===== src/hdl/aidg_pkg.sv =====
package aidg_pkg;

	localparam int unsigned CFG_BITS = 16;
	localparam int unsigned COORD_BITS = 16;
	localparam int unsigned DIAG_BITS = 7;
	localparam int unsigned CFG_INDEX_BITS = 2;

	localparam logic [CFG_INDEX_BITS-1:0] REG_ROW_FIRST = 2'd0;
	localparam logic [CFG_INDEX_BITS-1:0] REG_ROW_LAST = 2'd1;
	localparam logic [CFG_INDEX_BITS-1:0] REG_COL_FIRST = 2'd2;
	localparam logic [CFG_INDEX_BITS-1:0] REG_COL_LAST = 2'd3;

	// Number of rows or columns spanned by first..last, clipped to max_side.
	// An inverted range gives an empty side.
	function automatic logic [CFG_BITS-1:0] side_len(
		input logic [CFG_BITS-1:0] first,
		input logic [CFG_BITS-1:0] last,
		input logic [CFG_BITS-1:0] max_side
	);
		logic [CFG_BITS-1:0] diff;
		logic [CFG_BITS-1:0] res;
		diff = last - first;
		if (last < first) begin
			res = '0;
		end else if (diff >= max_side) begin
			res = max_side;
		end else begin
			res = diff + CFG_BITS'(1);
		end
		return res;
	endfunction

endpackage


===== src/hdl/aidg_cfg.sv =====
module aidg_cfg #(
	parameter int unsigned MAX_SIDE = 64,
	parameter int unsigned SW = 7
) (
	input  logic                                   clk,
	input  logic                                   arst_n,
	input  logic                                   cfg_valid,
	output logic                                   cfg_ready,
	input  logic [aidg_pkg::CFG_INDEX_BITS-1:0]    cfg_index,
	input  logic [aidg_pkg::CFG_BITS-1:0]          cfg_data,
	output logic [aidg_pkg::CFG_BITS-1:0]          row_first,
	output logic [aidg_pkg::CFG_BITS-1:0]          col_first,
	output logic [SW-1:0]                          rows,
	output logic [SW-1:0]                          cols
);

	localparam int unsigned RESET_SIDE = (MAX_SIDE < 64) ? MAX_SIDE : 64;
	localparam logic [aidg_pkg::CFG_BITS-1:0] MAX_SIDE_C = aidg_pkg::CFG_BITS'(MAX_SIDE);

	logic [aidg_pkg::CFG_BITS-1:0] row_first_q;
	logic [aidg_pkg::CFG_BITS-1:0] row_last_q;
	logic [aidg_pkg::CFG_BITS-1:0] col_first_q;
	logic [aidg_pkg::CFG_BITS-1:0] col_last_q;
	logic [SW-1:0]                 rows_q;
	logic [SW-1:0]                 cols_q;
	logic [aidg_pkg::CFG_BITS-1:0] new_rows;
	logic [aidg_pkg::CFG_BITS-1:0] new_cols;

	assign cfg_ready = 1'b1;

	// The side lengths are updated on the same edge as the register write, so an
	// item may follow a write immediately.
	always_comb begin
		new_rows = aidg_pkg::side_len(row_first_q, row_last_q, MAX_SIDE_C);
		new_cols = aidg_pkg::side_len(col_first_q, col_last_q, MAX_SIDE_C);
		unique case (cfg_index)
			aidg_pkg::REG_ROW_FIRST: begin
				new_rows = aidg_pkg::side_len(cfg_data, row_last_q, MAX_SIDE_C);
			end
			aidg_pkg::REG_ROW_LAST: begin
				new_rows = aidg_pkg::side_len(row_first_q, cfg_data, MAX_SIDE_C);
			end
			aidg_pkg::REG_COL_FIRST: begin
				new_cols = aidg_pkg::side_len(cfg_data, col_last_q, MAX_SIDE_C);
			end
			aidg_pkg::REG_COL_LAST: begin
				new_cols = aidg_pkg::side_len(col_first_q, cfg_data, MAX_SIDE_C);
			end
			default: begin
			end
		endcase
	end

	always_ff @(posedge clk or negedge arst_n) begin
		if (!arst_n) begin
			row_first_q <= '0;
			row_last_q <= aidg_pkg::CFG_BITS'(63);
			col_first_q <= '0;
			col_last_q <= aidg_pkg::CFG_BITS'(63);
			rows_q <= SW'(RESET_SIDE);
			cols_q <= SW'(RESET_SIDE);
		end else if (cfg_valid && cfg_ready) begin
			unique case (cfg_index)
				aidg_pkg::REG_ROW_FIRST: row_first_q <= cfg_data;
				aidg_pkg::REG_ROW_LAST:  row_last_q <= cfg_data;
				aidg_pkg::REG_COL_FIRST: col_first_q <= cfg_data;
				aidg_pkg::REG_COL_LAST:  col_last_q <= cfg_data;
				default: begin
				end
			endcase
			rows_q <= new_rows[SW-1:0];
			cols_q <= new_cols[SW-1:0];
		end
	end

	assign row_first = row_first_q;
	assign col_first = col_first_q;
	assign rows = rows_q;
	assign cols = cols_q;

	a_rows_bounded: assert property (@(posedge clk) disable iff (!arst_n)
		rows_q <= SW'(MAX_SIDE) && cols_q <= SW'(MAX_SIDE))
		else $error("box side exceeds the maximum");

endmodule


===== src/hdl/aidg_front.sv =====
module aidg_front #(
	parameter int unsigned SW = 7
) (
	input  logic                              clk,
	input  logic                              arst_n,
	input  logic                              item_valid,
	output logic                              item_stall,
	input  logic [aidg_pkg::DIAG_BITS-1:0]    diag_number,
	input  logic                              mirrored,
	input  logic [SW-1:0]                     rows,
	input  logic [SW-1:0]                     cols,
	output logic                              push,
	output logic [3*SW:0]                     push_data,
	input  logic                              full
);

	localparam int unsigned CW = (SW > aidg_pkg::DIAG_BITS) ? SW : aidg_pkg::DIAG_BITS;

	logic [CW-1:0] k_w;
	logic [CW-1:0] m_w;
	logic [CW-1:0] n_w;
	logic [CW-1:0] mm1_w;
	logic [CW-1:0] srow_w;
	logic [CW-1:0] scol_w;
	logic [CW-1:0] nrem_w;
	logic [CW-1:0] len_w;
	logic          past;
	logic          empty;

	always_comb begin
		k_w = CW'(diag_number);
		m_w = CW'(rows);
		n_w = CW'(cols);
		mm1_w = m_w - CW'(1);
		past = k_w > mm1_w;
		srow_w = past ? mm1_w : k_w;
		scol_w = past ? (k_w - mm1_w) : '0;
		// A diagonal past the end of the box, or an empty box, yields no cells.
		empty = (rows == '0) || (cols == '0) || (scol_w >= n_w);
		nrem_w = n_w - scol_w;
		len_w = (nrem_w < (srow_w + CW'(1))) ? nrem_w : (srow_w + CW'(1));
	end

	assign item_stall = full;
	assign push = item_valid && !full && !empty;
	assign push_data = {mirrored, srow_w[SW-1:0], scol_w[SW-1:0], len_w[SW-1:0]};

	a_push_len: assert property (@(posedge clk) disable iff (!arst_n)
		push |-> (len_w != '0) && (len_w <= m_w))
		else $error("queued diagonal has an impossible length");

endmodule


===== src/hdl/aidg_fifo.sv =====
module aidg_fifo #(
	parameter int unsigned WIDTH = 22,
	parameter int unsigned DEPTH = 2
) (
	input  logic             clk,
	input  logic             arst_n,
	input  logic             push,
	input  logic [WIDTH-1:0] push_data,
	output logic             full,
	input  logic             pop,
	output logic [WIDTH-1:0] pop_data,
	output logic             empty
);

	localparam int unsigned PW = (DEPTH > 1) ? $clog2(DEPTH) : 1;
	localparam int unsigned NW = $clog2(DEPTH + 1);

	logic [WIDTH-1:0] mem_q [DEPTH];
	logic [PW-1:0]    wr_ptr_q;
	logic [PW-1:0]    rd_ptr_q;
	logic [NW-1:0]    count_q;

	assign full = (count_q == NW'(DEPTH));
	assign empty = (count_q == '0);
	assign pop_data = mem_q[rd_ptr_q];

	always_ff @(posedge clk) begin
		if (push) begin
			mem_q[wr_ptr_q] <= push_data;
		end
	end

	always_ff @(posedge clk or negedge arst_n) begin
		if (!arst_n) begin
			wr_ptr_q <= '0;
			rd_ptr_q <= '0;
			count_q <= '0;
		end else begin
			if (push) begin
				wr_ptr_q <= (wr_ptr_q == PW'(DEPTH - 1)) ? '0 : wr_ptr_q + PW'(1);
			end
			if (pop) begin
				rd_ptr_q <= (rd_ptr_q == PW'(DEPTH - 1)) ? '0 : rd_ptr_q + PW'(1);
			end
			if (push && !pop) begin
				count_q <= count_q + NW'(1);
			end else if (pop && !push) begin
				count_q <= count_q - NW'(1);
			end
		end
	end

	a_no_overflow: assert property (@(posedge clk) disable iff (!arst_n)
		!(push && full))
		else $error("queue written while full");

	a_no_underflow: assert property (@(posedge clk) disable iff (!arst_n)
		!(pop && empty))
		else $error("queue read while empty");

endmodule


===== src/hdl/aidg_back.sv =====
module aidg_back #(
	parameter int unsigned SW = 7
) (
	input  logic                              clk,
	input  logic                              arst_n,
	input  logic                              empty,
	input  logic [3*SW:0]                     pop_data,
	output logic                              pop,
	input  logic [aidg_pkg::CFG_BITS-1:0]     row_first,
	input  logic [aidg_pkg::CFG_BITS-1:0]     col_first,
	input  logic [SW-1:0]                     rows,
	input  logic [SW-1:0]                     cols,
	output logic                              cell_valid,
	input  logic                              cell_stall,
	output logic [aidg_pkg::COORD_BITS-1:0]   row_index,
	output logic [aidg_pkg::COORD_BITS-1:0]   col_index,
	output logic                              final_cell
);

	logic          active_q;
	logic          mir_q;
	logic [SW-1:0] rem_q;
	logic [SW-1:0] r_q;
	logic [SW-1:0] c_q;
	logic          cell_valid_q;
	logic [aidg_pkg::COORD_BITS-1:0] row_index_q;
	logic [aidg_pkg::COORD_BITS-1:0] col_index_q;
	logic          final_cell_q;

	logic          ent_mir;
	logic [SW-1:0] ent_srow;
	logic [SW-1:0] ent_scol;
	logic [SW-1:0] ent_len;
	logic          advance;
	logic          last_step;

	assign {ent_mir, ent_srow, ent_scol, ent_len} = pop_data;

	assign pop = !active_q && !empty;
	assign advance = active_q && (!cell_valid_q || !cell_stall);
	assign last_step = (rem_q == SW'(1));

	always_ff @(posedge clk or negedge arst_n) begin
		if (!arst_n) begin
			active_q <= 1'b0;
			cell_valid_q <= 1'b0;
		end else begin
			if (pop) begin
				active_q <= 1'b1;
			end else if (advance && last_step) begin
				active_q <= 1'b0;
			end
			if (advance) begin
				cell_valid_q <= 1'b1;
			end else if (!cell_stall) begin
				cell_valid_q <= 1'b0;
			end
		end
	end

	// Cell position inside the box. A mirrored run walks the diagonal from the
	// opposite corner, so its row climbs and its column falls.
	always_ff @(posedge clk) begin
		if (pop) begin
			mir_q <= ent_mir;
			rem_q <= ent_len;
			r_q <= ent_mir ? (rows - SW'(1) - ent_srow) : ent_srow;
			c_q <= ent_mir ? (cols - SW'(1) - ent_scol) : ent_scol;
		end else if (advance) begin
			rem_q <= rem_q - SW'(1);
			r_q <= mir_q ? (r_q + SW'(1)) : (r_q - SW'(1));
			c_q <= mir_q ? (c_q - SW'(1)) : (c_q + SW'(1));
		end
		if (advance) begin
			row_index_q <= row_first + aidg_pkg::COORD_BITS'(r_q);
			col_index_q <= col_first + aidg_pkg::COORD_BITS'(c_q);
			final_cell_q <= last_step;
		end
	end

	assign cell_valid = cell_valid_q;
	assign row_index = row_index_q;
	assign col_index = col_index_q;
	assign final_cell = final_cell_q;

	a_active_has_cells: assert property (@(posedge clk) disable iff (!arst_n)
		active_q |-> rem_q != '0)
		else $error("run active with no cells left");

	a_last_ends_run: assert property (@(posedge clk) disable iff (!arst_n)
		advance && last_step |=> !active_q && cell_valid && final_cell)
		else $error("last cell did not close the run");

endmodule


===== src/hdl/antidiagonal_index_generator_unit.sv =====
// Anti-diagonal index generator.
// An item (diag_number, mirrored) enters on the item channel when item_valid
// is high and item_stall is low. For each item the block sends the cells of
// that anti-diagonal of the configured box on the cell channel, one
// transaction per cell, with final_cell set on the last one. A diagonal that
// lies outside the box, or an empty box, produces no cells.
// The box is set through the cfg channel (index 0..3: row first, row last,
// column first, column last); cfg_ready is always high, and a write may be
// followed by an item on the next cycle. Write only while the block is idle.
// An accepted item is written into the queue, then loaded into the run
// registers, and its first cell is registered in the output register. The
// cell generator loads each run, then sends one cell per cycle while the
// receiver does not stall. A two-entry queue sits in front of the generator,
// so items are taken while a run is still being sent; item_stall rises when
// it is full. When the receiver stalls, the current cell holds in the output
// register and the run pauses. Reset loads the box to 64 by 64 at the origin
// (clipped to MAX_SIDE) and empties the queue and the output register.
module antidiagonal_index_generator_unit #(
	parameter int unsigned MAX_SIDE = 64
) (
	input  logic                                clk,
	input  logic                                arst_n,
	input  logic                                cfg_valid,
	output logic                                cfg_ready,
	input  logic [aidg_pkg::CFG_INDEX_BITS-1:0] cfg_index,
	input  logic [aidg_pkg::CFG_BITS-1:0]       cfg_data,
	input  logic                                item_valid,
	output logic                                item_stall,
	input  logic [aidg_pkg::DIAG_BITS-1:0]      diag_number,
	input  logic                                mirrored,
	output logic                                cell_valid,
	input  logic                                cell_stall,
	output logic [aidg_pkg::COORD_BITS-1:0]     row_index,
	output logic [aidg_pkg::COORD_BITS-1:0]     col_index,
	output logic                                final_cell
);

	localparam int unsigned SW = $clog2(MAX_SIDE + 1);
	localparam int unsigned EW = 3 * SW + 1;
	localparam int unsigned QUEUE_DEPTH = 2;

	logic [aidg_pkg::CFG_BITS-1:0] row_first;
	logic [aidg_pkg::CFG_BITS-1:0] col_first;
	logic [SW-1:0]                 rows;
	logic [SW-1:0]                 cols;
	logic                          push;
	logic [EW-1:0]                 push_data;
	logic                          full;
	logic                          pop;
	logic [EW-1:0]                 pop_data;
	logic                          empty;

	aidg_cfg #(
		.MAX_SIDE(MAX_SIDE),
		.SW(SW)
	) u_cfg (
		.clk(clk),
		.arst_n(arst_n),
		.cfg_valid(cfg_valid),
		.cfg_ready(cfg_ready),
		.cfg_index(cfg_index),
		.cfg_data(cfg_data),
		.row_first(row_first),
		.col_first(col_first),
		.rows(rows),
		.cols(cols)
	);

	aidg_front #(
		.SW(SW)
	) u_front (
		.clk(clk),
		.arst_n(arst_n),
		.item_valid(item_valid),
		.item_stall(item_stall),
		.diag_number(diag_number),
		.mirrored(mirrored),
		.rows(rows),
		.cols(cols),
		.push(push),
		.push_data(push_data),
		.full(full)
	);

	aidg_fifo #(
		.WIDTH(EW),
		.DEPTH(QUEUE_DEPTH)
	) u_fifo (
		.clk(clk),
		.arst_n(arst_n),
		.push(push),
		.push_data(push_data),
		.full(full),
		.pop(pop),
		.pop_data(pop_data),
		.empty(empty)
	);

	aidg_back #(
		.SW(SW)
	) u_back (
		.clk(clk),
		.arst_n(arst_n),
		.empty(empty),
		.pop_data(pop_data),
		.pop(pop),
		.row_first(row_first),
		.col_first(col_first),
		.rows(rows),
		.cols(cols),
		.cell_valid(cell_valid),
		.cell_stall(cell_stall),
		.row_index(row_index),
		.col_index(col_index),
		.final_cell(final_cell)
	);

endmodule

===== config.mk =====
export PLATFORM = sky130hd
export DESIGN_NAME = antidiagonal_index_generator_unit
export DESIGN_NICKNAME = d
export VERILOG_FILES = /design/src/hdl/aidg_pkg.sv /design/src/hdl/aidg_cfg.sv /design/src/hdl/aidg_front.sv /design/src/hdl/aidg_fifo.sv /design/src/hdl/aidg_back.sv /design/src/hdl/antidiagonal_index_generator_unit.sv
export SDC_FILE = /design/constraint.sdc
export NUM_CORES = 1
export LEC_CHECK = 0
export BUFFER_PORTS_ARGS = -buffer_cell sky130_fd_sc_hd__buf_2
export CAP_MARGIN = 10
export CORE_MARGIN = 8
export CORE_UTILIZATION = 30
export CTS_BUF_LIST = sky130_fd_sc_hd__clkbuf_8
export DETAILED_ROUTE_END_ITERATION = 10
export SLEW_MARGIN = 15
export SYNTH_ARGS = -nofsm -noshare
export SYNTH_HDL_FRONTEND = slang
export SYNTH_HIERARCHICAL = 1
export SYNTH_SLANG_ARGS = --single-unit

===== constraint.sdc =====
create_clock -name clk -period 5.5 [get_ports clk]
set_input_delay 0 -clock clk [delete_from_list [all_inputs] [get_ports clk]]
set_output_delay 0 -clock clk [all_outputs]
set_load 0.01 [all_outputs]

; Word-level counts from Yosys, hierarchy flattened
; Memories as Yosys holds them, arrays and structs flattened.
; Index checks and enable logic that the tools add are counted.
[op_classes]
add_sub_neg = 30
order_cmp = 15
n_eq_ne = 6
mux = 37
n_reduce_logical = 29
[ops]
columns = operator, count
row1 = two-way mux 7 bit, 25
row2 = ">= comparator 16 x 7 -> 1 bit, second input constant", 6
row3 = less-than comparator 16 bit, 6
row4 = subtractor 16 bit, 6
row5 = "adder 7 x 1 -> 7 bit, second input constant", 9
row6 = "subtractor 7 x 1 -> 7 bit, second input constant", 5
row7 = adder 16 x 7 -> 16 bit, 2
row8 = one-hot mux 7 bit (2 select lines), 2
row9 = subtractor 7 bit, 4
row10 = logical NOT 7 bit, 2
row11 = logical NOT 1 bit, 8
row12 = two-way mux 1 bit, 8
row13 = AND reduction 2 bit, 4
row14 = "== test 7 x 1 -> 1 bit, second input constant", 1
row15 = >= comparator 7 bit, 1
row16 = greater-than comparator 7 bit, 1
row17 = logical AND 1 bit, 7
row18 = less-than comparator 7 bit, 1
row19 = "== test 2 bit, second input constant", 3
row20 = nonzero test 2 bit, 3
row21 = logical NOT 2 bit, 2
row22 = two-way mux 2 bit, 2
row23 = logical OR 1 bit, 3
row24 = "adder 1 bit, second input constant", 2
row25 = 4 further kinds, 4
[word_totals]
ff_bits = 139
ram_bits = 44
input_bits = 31
mem_count = 1
[memory_table]
columns = name, depth, word_bits, read_ports, rd_ports_with_merged_regs, wr, line_no
row1 = u_fifo.mem_q, 2, 22, 1, 0, 1, aidg_fifo.sv:18  ; logic [WIDTH-1:0] mem_q [DEPTH];

; Longest topological paths before layout
[depth]
ltp_word = 11
ltp_mapped = 26
depth_no_buf = 26

; Hierarchy
; Netlist, hierarchy kept.
[by_module_without_submodules]
columns = module, n_inst, cells_each, area_per_inst_um2
row1 = aidg_cfg, 1, 1114, 8821.0
row2 = aidg_back, 1, 391, 4072.7
row3 = aidg_fifo, 1, 84, 1778.0
row4 = aidg_front, 1, 202, 1418.9

; Worst setup path before layout
; No wires, ideal clock.
[synth_path]
kind = register to register
start = reg u_cfg.rows_q[0] (netlist: u_cfg/rows[0])
end = mem u_fifo.mem_q[0][1] (data pin)
setup_time_ns = 0.262
arrival_ns = 5.105
required_ns = 5.238
slack_ns = 0.133
stages_incl_launch_ff = 27
period_less_slack_ns = 5.367
path_cell_list = dfrtp_1 inv_1 ha_1 nand2b_1 nor2_1 xnor2_1 ha_1 nand2_1 o21ai_0 a311oi_2 nor2_2 nand2_1 ha_1 nor2b_1 o21ai_0 a21boi_0 o21ai_0 nand2_1 xnor2_1 inv_1 ha_1 a21o_1 a21oi_1 o211a_1 nand4_1 nand3_4 mux2_4
[synth_via]
elab_chain_cells = 6
[synth_rtl]
columns = item, line_no
row1 = from (decl), aidg_cfg.sv:24  ; logic [SW-1:0] rows_q;
row2 = from (signal assigned), aidg_cfg.sv:60  ; rows_q <= SW'(RESET_SIDE);
row3 = from (signal assigned), aidg_cfg.sv:71  ; rows_q <= new_rows[SW-1:0];
row4 = subtractor 7 x 1 -> 7 bit (*), aidg_front.sv:34  ; mm1_w = m_w - CW'(1);
row5 = subtractor 7 bit or greater-than comparator 7 bit (tied branches), "aidg_front.sv:37, aidg_front.sv:35"
row6 = two-way mux 7 bit (on tied branches), "aidg_front.sv:37, aidg_front.sv:36"
row7 = subtractor 7 bit or adder 7 x 1 -> 7 bit (tied branches), "aidg_front.sv:40, aidg_front.sv:41"
row8 = less-than comparator 7 bit, aidg_front.sv:41  ; len_w = (nrem_w < (srow_w + CW'(1))) ? nrem_w : (srow_w + CW'(1));
row9 = two-way mux 7 bit (*), aidg_front.sv:41
row10 = net push_data[1], antidiagonal_index_generator_unit.sv:47  ; logic [EW-1:0] push_data;
row11 = to (decl), aidg_fifo.sv:18
; Mark *: on every way through the listed nets, which the timed path passes. The rest lies on a longest branch.

; Worst setup path in the final report
[layout_path]
start = reg u_cfg.rows_q[0] (netlist: u_cfg/rows[0])
end = mem u_fifo.mem_q[1][2] (data pin)
; Same word-level chain as after synthesis.

==> flow_summary.toml <==
[finish]
final_cell_mix = "ha_1, nand2_1, o21ai_0"
drive_above_1_share_pct = 11.9
syn_to_final_growth_pct = 12.6
final_common_cell = "ha_1"
nets = 2111
n_antenna_cell = 0

[detailed_routing]
wl_um = 46600
vias = 13638
viasPerCell = 5.23
ant_nets = 0
drcViolationCount = 0
drtIter0Drc = 1057
first_pass_iters = 5
wire_per_inst_um = 17.9

[logic_synthesis]
synth_top_area_share_pct = 18.5
synth_top_cell_by_area = "edfxtp_1"
synth_area_leaders = "edfxtp_1, ha_1, dfrtp_1, o21ai_0, xnor2_1"
ys_warn_count = 6
syn_nets = 2005
synth.distinct_cells = 99
avgSynthCellArea_um2 = 8.98
synthesis.area_um2 = 16100
synth_ff_type = "edfxtp_1"
ys_seq_area_share_pct = 31.6
synth_edf_count = 99
syn_inst = 1791
ys_ff_latch = 183
synthArstFlopShare_pct = 45.9

[critical_path]
worstSetupPathType = "reg2reg"
rr_startpoint = "u_cfg/rows[0]"
cp-start-kind = "flop"
critPathArrivalTime_ns = 5.51
path_max_fanout = 5
end_kind = "flop"
ff2ff_path_depth = 27
crit_required_ns = 5.84
startpoint = "u_cfg/rows[0]"

[global_route]
grt_pass1_vias = 13368
grt_pass1_wl_um = 73400
grt_util_all_layers_pct = 15.0
globalRouteMet3Util_pct = 2.46
grt_antenna_before_repair = 1
grt_max_degree = 56
grt_overflow_total = 0
top_usage_layer = "met2"
grt_use_met2_pct = 24.3
use_met1_pct = 20.4

[die]
die_y_um = 248
rows = 85
initial_core_util_pct = 30.1
dieArea_um2 = 61300
die_x_um = 248
ios = 67
core_area_um2 = 53400

[power]
p_per_area_nw_per_um2 = 427
cellLeakagePower_nw = 7.73
pwr-share-clk_pct = 12.0
ir_drop_uv = 189
switching_share_pct = 44.3
finalPower_mw = 7.74
p_seq_share_pct = 29.6
switching_power_mw = 3.43
p_comb_share_pct = 58.4
internal_power_mw = 4.31

[clock_tree]
cts_sinks = 183
clk_path_buf_depth = 2
htree_levels = 4
clk_pin_slew_ns = 0.10
clock_latency_ns = 0.51
tritoncts = "done"
cts_inserted_buffers = 17
cts-root-buf = "clkbuf_8"

[timing]
period_needed_ns = 5.18
min_period_over_period_pct = 94.1
hold_violations = 0
setup_viol = 0
relSlewSlack_pct = 24.8
finalMaxSlewViolations = 0
fmax_ghz = 0.193
skew_ns = 0.0142
final.setup.tns_ns = 0
worst_pin_slew_ns = 1.12
worst_slack_ns = 0.324

[hold_path]
min_path_type = "in2async"

[job]
drv_cap = 0

[place]
pre_cts_slack_ns = 0.0822
place_congestion = 0.919
io_buffers = 65
hpwl_um = 36300

[outcome]
outcome = "complete, no violations"
## layout make-up
cell class / count / area, µm²
Fill cell: 5540 / 35300
Multi-Input combinational cell: 1422 / 10300
Sequential cell: 183 / 5090
Timing Repair Buffer: 131 / 916
Tap cell: 696 / 871
Inverter: 142 / 533
Clock buffer: 17 / 234
Clock inverter: 15 / 143
## synthesized netlist by cell type (all sizes together) (9+ instances only)
library cell  count
and2             12
buf              13
nand2b           29
nand4            21
or3              11
nor2            110
a211oi           28
a21oi            98
edfxtp           99
nand2           164
inv             141
nor2b            26
nor3             40
clkbuf           31
nor4             10
and3             16
o21bai           11
o22ai             9
o2111ai          11
mux2             26
o21ai           155
fa               14
xnor2            72
dfstp            14
o21a             24
o221a             9
a21o             47
nand3            47
a21boi           14
o211ai           15
nand3b           10
xor2             67
a31oi            24
dfrtp            70
mux2i            17
ha              169
## worst max-delay path: stages, from the launching register on
cell and delay (ns):
dfrtp_1 0.42, inv_1 0.08, ha_1 0.22, nand2b_1 0.15
nor2_2 0.07, xnor2_2 0.17, ha_1 0.32, nand2_1 0.09
o21ai_2 0.24, a311oi_4 0.15, nor2_2 0.17, nand2_1 0.09
buf_4 0.15, fa_1 0.42, nand2_1 0.07, nand2_1 0.06
a21oi_2 0.16, xnor2_1 0.16, inv_1 0.08, ha_1 0.31
a21o_1 0.16, a21o_1 0.17, a21oi_1 0.18, o211a_1 0.24
nand4_1 0.16, nand3_4 0.13, buf_4 0.16, mux2i_1 0.23
## through the flow
step / util, % / hold slack, ns / cells / instance area, µm²
5_1_grt: 33.9 / 0.0270 / 2606 / 18100
4_1_cts: 33.7 / 0.00154 / 2601 / 18000
3_5_place_dp: 32.5 / -0.00796 / 2544 / 17400
2_1_floorplan: - / -0.296 / 1791 / 16100
3_3_place_gp: 32.5 / -0.00283 / 2544 / 17400
6_report: 33.9 / 0.0506 / 2606 / 18100
## path summary, 6_finish.rpt
check                      slack, ns                    to
max in group asynchronous       4.70  u_cfg/col_last_q[14]
min                             0.05         u_cfg/rows[6]
max reg2reg                     0.32    u_fifo/mem_q[1][2]
min reg2reg                     0.49   u_cfg/row_last_q[0]
min in group clk                0.08         u_cfg/cols[6]
max                             0.32    u_fifo/mem_q[1][2]
## what timing repair did
item	CTS	global route
setup endpoints to repair	0	14
hold buffers	25	0
buffers inserted	0	4
hold endpoints to repair	90	0
resized for setup	0	15
## state kept, by name, indices dropped and copies added (netlist names), 2 cells and up
register / flops
u_back/r_q: 7
u_back/row_index: 16
u_cfg/row_first: 16
u_cfg/col_first: 16
u_back/col_index: 16
u_cfg/row_last_q: 16
u_back/rem_q: 7
u_back/c_q: 7
u_cfg/cols: 7
u_fifo/count_q: 2
u_fifo/mem_q: 44
u_cfg/col_last_q: 16
u_cfg/rows: 7
## layer usage
metal  part of all wire (%)  wire (µm)
met1                     48      22300
met2                     46      21300
met3                    4.0       1870
met4                    2.2       1030
met5                      0          0
## power by group through the flow
| stage | registers (mW) | logic (mW) | clock network [mW] |
|---|---|---|---|
| finish | 2.29 | 4.52 | 0.927 |
| global route | 2.34 | 5.02 | 1.01 |
| CTS | 2.30 | 4.44 | 0.969 |
| detailed placement | 2.32 | 4.40 | 0 |
| global placement | 2.31 | 4.31 | 0 |
| floorplan | 2.28 | 3.26 | 0 |
## cell families (layout without fill, tap and decap cells)
family / count (synthesis) / after routing / synth area share (%)
flip-flops: 183 / 183 / 31.6
multiplexers: 43 / 43 / 2.92
adder cells (fa/ha/maj): 184 / 184 / 14.9
XOR/XNOR: 140 / 140 / 7.71
AO/OA/AOI/OAI: 524 / 524 / 21.7
AND/OR/NAND/NOR: 530 / 530 / 16.4
other: 1 / 1 / 0.0233
buffers and inverters: 186 / 305 / 4.64
Note: power is estimated with default switching activity, not from simulation.
